`config.mk`:
```
export PLATFORM = sky130hd
export DESIGN_NAME = ile_cell
export DESIGN_NICKNAME = d
export VERILOG_FILES = /design/src/hdl/ile_pkg.sv /design/src/hdl/ile_cell.sv
export SDC_FILE = /design/constraint.sdc
export NUM_CORES = 1
export LEC_CHECK = 0
export BUFFER_PORTS_ARGS = -buffer_cell sky130_fd_sc_hd__buf_2
export CAP_MARGIN = 5
export CORE_MARGIN = 2
export CORE_UTILIZATION = 35
export CTS_CLUSTER_DIAMETER = 200
export CTS_CLUSTER_SIZE = 14
export DETAILED_ROUTE_END_ITERATION = 10
export PLACE_DENSITY = 0.62
export SLEW_MARGIN = 20
export SYNTH_ARGS = -nofsm -noshare
export SYNTH_HDL_FRONTEND = slang
export SYNTH_SLANG_ARGS = --single-unit
```
`constraint.sdc`:
```
create_clock -name clk -period 2.2 [get_ports clk]
set_input_delay 0.22 -clock clk [delete_from_list [all_inputs] [get_ports clk]]
set_output_delay 0.22 -clock clk [all_outputs]
set_load 0.02 [all_outputs]
```
`src/hdl/ile_pkg.sv`:
```
package ile_pkg;

	localparam int CAPACITY_DEF    = 64;
	localparam int HANDLE_BITS_DEF = 32;

	// field widths on the stream ports
	localparam int CMD_W    = 3;
	localparam int POS_W    = 7;
	localparam int HANDLE_W = 32;
	localparam int STATUS_W = 2;
	localparam int FPOS_W   = 6;
	localparam int COUNT_W  = 7;

	localparam int S_CMD_LSB    = 0;
	localparam int S_POS_LSB    = S_CMD_LSB + CMD_W;
	localparam int S_HANDLE_LSB = S_POS_LSB + POS_W;
	localparam int S_FIELDS_W   = S_HANDLE_LSB + HANDLE_W;
	localparam int S_TDATA_W    = ((S_FIELDS_W + 7) / 8) * 8;
	localparam int S_PAD_W      = S_TDATA_W - S_FIELDS_W;

	localparam int M_FIELDS_W = STATUS_W + HANDLE_W + 1 + FPOS_W + COUNT_W + 1;
	localparam int M_TDATA_W  = ((M_FIELDS_W + 7) / 8) * 8;
	localparam int M_PAD_W    = M_TDATA_W - M_FIELDS_W;

	typedef enum logic [CMD_W-1:0] {
		CMD_APPEND,
		CMD_INSERT,
		CMD_GET,
		CMD_SET,
		CMD_REMOVE,
		CMD_POP,
		CMD_FIND,
		CMD_CLEAR
	} cmd_t;

	typedef enum logic [STATUS_W-1:0] {
		STAT_OK,
		STAT_RANGE,
		STAT_FULL
	} status_t;

	typedef enum logic [1:0] {
		CELL_HOLD,
		CELL_INS,
		CELL_SET,
		CELL_DEL
	} cell_op_t;

	typedef enum logic [1:0] {
		FSM_IDLE,
		FSM_HIT,
		FSM_PICK,
		FSM_DONE
	} fsm_t;

	// broadcast from the controller to every cell
	typedef struct packed {
		cell_op_t         op;
		logic             find_mode;
		logic             at_end;
		logic [POS_W-1:0] pos;
	} cell_ctrl_t;

endpackage

```
`src/hdl/ile_cell.sv`:
```
module ile_cell #(
	parameter int IDX         = 0,
	parameter int CNT_W       = 7,
	parameter int HANDLE_BITS = ile_pkg::HANDLE_BITS_DEF
) (
	input  logic                     clk,
	input  ile_pkg::cell_ctrl_t      ctrl,
	input  logic [CNT_W-1:0]         count,
	input  logic [HANDLE_BITS-1:0]   handle,
	input  logic [HANDLE_BITS-1:0]   below_data,
	input  logic [HANDLE_BITS-1:0]   above_data,
	output logic [HANDLE_BITS-1:0]   data,
	output logic                     hit
);

	localparam int CMP_W = (CNT_W > ile_pkg::POS_W) ? CNT_W : ile_pkg::POS_W;
	localparam logic [CMP_W-1:0] MY_IDX = CMP_W'(IDX);

	logic [HANDLE_BITS-1:0] data_q;
	logic                   hit_q;
	logic [CMP_W-1:0]       eff_pos;
	logic [CMP_W-1:0]       count_ext;
	logic                   at_pos;
	logic                   past_pos;
	logic                   from_pos;

	always_comb begin
		count_ext = CMP_W'(count);
		// append works as an insert at the current count
		eff_pos   = ctrl.at_end ? count_ext : CMP_W'(ctrl.pos);
		at_pos    = (MY_IDX == eff_pos);
		past_pos  = (MY_IDX > eff_pos);
		from_pos  = (MY_IDX >= eff_pos);
	end

	always_ff @(posedge clk) begin
		unique case (ctrl.op)
			ile_pkg::CELL_INS: begin
				if (at_pos)
					data_q <= handle;
				else if (past_pos)
					data_q <= below_data;
			end
			ile_pkg::CELL_SET: begin
				if (at_pos)
					data_q <= handle;
			end
			ile_pkg::CELL_DEL: begin
				if (from_pos)
					data_q <= above_data;
			end
			default: begin
			end
		endcase
	end

	always_ff @(posedge clk) begin
		if (ctrl.find_mode)
			hit_q <= (data_q == handle) && (MY_IDX < count_ext);
		else
			hit_q <= at_pos;
	end

	assign data = data_q;
	assign hit  = hit_q;

endmodule

```
==> run_results.csv <==
group,metric,value,unit
routing,post-route-drc-count,0,
min_path,holdPathEnd,"data[3]$_DFFE_PP_",
synth,synth_simple_gate_area_share,19.1,%
power,total_power,0.00149,W
global_routing,grt.overflow.total,0,
finish,n_fill_cell,742,
global_routing,grt_pass1_vias,2719,
placed_design,dp.final_hpwl,6360,um
worst_setup_path,crit_required,2230,ps
synth,synth_top_family_by_area,"compound AO/OA/AOI/OAI gates",
worst_setup_path,rr_worst_depth,3,
min_path,hold_depth,3,
routing,drt_wl_total,8440,um
timing,layout_min_cycle_time,1560,ps
power,p_per_area,430,nW/um2
synth,syn_area_per_cell,9.35,um2
worst_setup_path,cp_max_fo,32,
synth,syn_inst,279,
clocking,holdBufCountCts,0,
synth,seq_area_frac_synth,37.6,%
timing,timing.final.crit_share,70.7,%
die,core,7210,um2
timing,worst_slack,644,ps
worst_setup_path,r2r_setup_slack,730,ps
status,status,"finished clean",
global_routing,grt_max_degree,36,
clocking,cts.sinks,33,
global_routing,track_usage,20.0,%
placed_design,gp_congestion,0.796,
die,dieWidth,90.3,um
global_routing,grt_first_pass_wirelength,13200,um
die,die_h,90.3,um
worst_setup_path,reg2reg_to,"hit$_DFF_P_",
die,initial_core_util,36.1,%
routing,drtAntennaViolNets,0,
min_path,holdCritPathClass,"primary input to flop",
routing,vias,2782,
timing,worstMarginPinSlew,562,ps
finish,area_growth,32.8,%
worst_setup_path,cp-startpoint,"count[5]",
timing,finalSetupViolCount,0,
worst_setup_path,endpoint_kind,"flop",
synth,yosysWarnings,0,
synth,synth_mux_area_share,0,%
clocking,htree_levels,2,
synth,netlist_area,2610,um2
finish,final_layout_size_suffix_gt1_share,40.5,%
global_routing,antenna_found_initial,0,
clocking,cts_root_buf,"clkbuf_8",
clocking,clk_latency,290,ps
routing,drtIter0Drc,110,
min_path,min_from,"below_data[3]",
synth,synth-compound-area-share,25.1,%
power,leakage,1.45,nW
global_routing,use_met3,3.67,%
die,ioPinCount,148,
timing,maxSlewHeadroom,62.5,%
finish,n_antenna_cell,0,
routing,dr.pass1.iters,4,
global_routing,busiest_layer,"met2",
global_routing,grt_use_met1,26.9,%
timing,hold_violations,0,
clocking,cts_setup_buffers,0,
synth,synth_xor_area_share,9.74,%
worst_setup_path,worstPathArrival,1590,ps
synth,synth_cell_types,36,
finish,nNetsFinal,531,
routing,wl_per_cell,16.3,um
worst_setup_path,start_kind,"primary input",
timing,rsz0062_at_grt,"no",
finish,seq_area,981,um2
run,drv_cap,0,
die,core.rowCount,31,
synth,synth.ff_latch_count,33,
timing,tns,0,ps
clocking,cts_tree,"done",
synth,synth_fa_ha_area_share,0,%
die,die_area,8160,um2
power,peakVddDrop,0.215,mV
worst_setup_path,path_class,"primary input to flop",
routing,via_per_inst,5.39,
clocking,cts_made_buffers,5,
placed_design,io_buffers,147,
global_routing,met2_usage,33.9,%
clocking,cts_max_path_buffers,2,
finish,multi_input_area,1410,um2
synth,syn_nets,394,
placed_design,pre_cts_ws,321,ps
worst_setup_path,r2r_start,"data[0]$_DFFE_PP_",
clocking,post_cts_resized,0,
timing,drv_slew,0,
timing,skew,11.8,ps
clocking,clk_pin_slew,80,ps
timing,timing.fmax,642,MHz
[kinds of logic after synthesis]
logic type,count (synthesis)
buffers and inverters,31
flip-flops,33
AND/OR/NAND/NOR,85
XOR/XNOR,29
AO/OA/AOI/OAI,101
[synthesized netlist by cell type]
cell type	instances	area share [%]
o211a_1	3	1.2
o2111ai_1	1	0.34
o21ai_1	19	3.6
o311ai_0	2	0.67
nor4bb_1	1	0.38
dfxtp_1	1	0.77
nand3_1	34	6.5
clkbuf_8	4	2.1
buf_2	5	0.96
nand2b_1	1	0.24
and2_2	1	0.29
edfxtp_1	32	37
o21ai_2	1	0.34
and3_4	1	0.43
buf_6	4	1.7
inv_1	4	0.58
buf_4	2	0.58
clkbuf_1	7	1.0
nand4_1	6	1.4
nand2_1	7	1.0
o21a_1	1	0.29
nor3_1	2	0.38
nor4_1	3	0.72
a222oi_1	1	0.38
nor2b_1	18	4.3
and2b_1	10	2.9
xnor2_1	29	9.7
nor4_2	1	0.48
clkbuf_4	1	0.29
a21oi_1	1	0.19
o21ai_0	12	2.3
a31oi_1	31	7.4
a211oi_1	28	8.1
inv_2	1	0.14
dlygate4sd1_1	3	1.0
a31o_2	1	0.34
[how the worst max path moves through the flow]
stage                   endpoint  slack [ps]  depth (start not counted)
2_1_floorplan  data[0]$_DFFE_PP_         150                          4
4_1_cts        data[9]$_DFFE_PP_         630                          5
5_1_grt        data[9]$_DFFE_PP_         480                          5
6_report       data[9]$_DFFE_PP_         640                          5
3_5_place_dp   data[9]$_DFFE_PP_         320                          5
3_3_place_gp   data[9]$_DFFE_PP_         410                          5
[metal layers]
metal	wire, um	share of wire, %
met1	3780	45
met2	4090	48
met3	498	5.9
met4	70	0.83
met5	0	0
[state kept, by name, indices dropped and copies added, names as in the netlist]
register  flops
data         32
hit           1
[power by group]
part	total, W	internal, W	switching (W)
clock network	0.000464	0.000255	0.000209
registers	0.000703	0.000700	0.00000265
logic	0.000321	0.000164	0.000158
[cell type report]
cell class	count	area share [%]
multi-input cells	215	40.7
flip-flops and latches	33	28.3
repair buffers	156	24.3
inverters	5	0.542
well taps	99	3.58
clock buffers	8	2.60
[metrics by stage]
stage | area [um2] | utilization, % | hold WS, ps | std cells
floorplan | 2610 | - | 444 | 279
CTS | 3460 | 48.0 | 312 | 516
global route | 3460 | 48.0 | 323 | 516
finish | 3460 | 48.0 | 313 | 516
detailed placement | 3370 | 46.8 | 618 | 508
global placement | 3370 | 46.8 | 592 | 508
[worst max-delay path, stage by stage]
cell,delay [ps]
buf_2,100
nor4_2,380
and3_4,500
o311ai_0,210
o311ai_0,170
[layout by cell type (no fill, tap or decap), drive strengths merged, types with 2 or more instances in the layout]
| cell type | synthesis | routed |
|---|---|---|
| a211oi | 28 | 28 |
| a31oi | 31 | 31 |
| and2b | 10 | 10 |
| buf | 11 | 156 |
| clkbuf | 12 | 8 |
| edfxtp | 32 | 32 |
| inv | 5 | 5 |
| nand2 | 7 | 7 |
| nand3 | 34 | 34 |
| nand4 | 6 | 6 |
| nor2b | 18 | 18 |
| nor3 | 2 | 2 |
| nor4 | 4 | 4 |
| o211a | 3 | 3 |
| o21ai | 32 | 32 |
| o311ai | 2 | 2 |
| xnor2 | 29 | 29 |
Power figures use the tool's default switching activity.
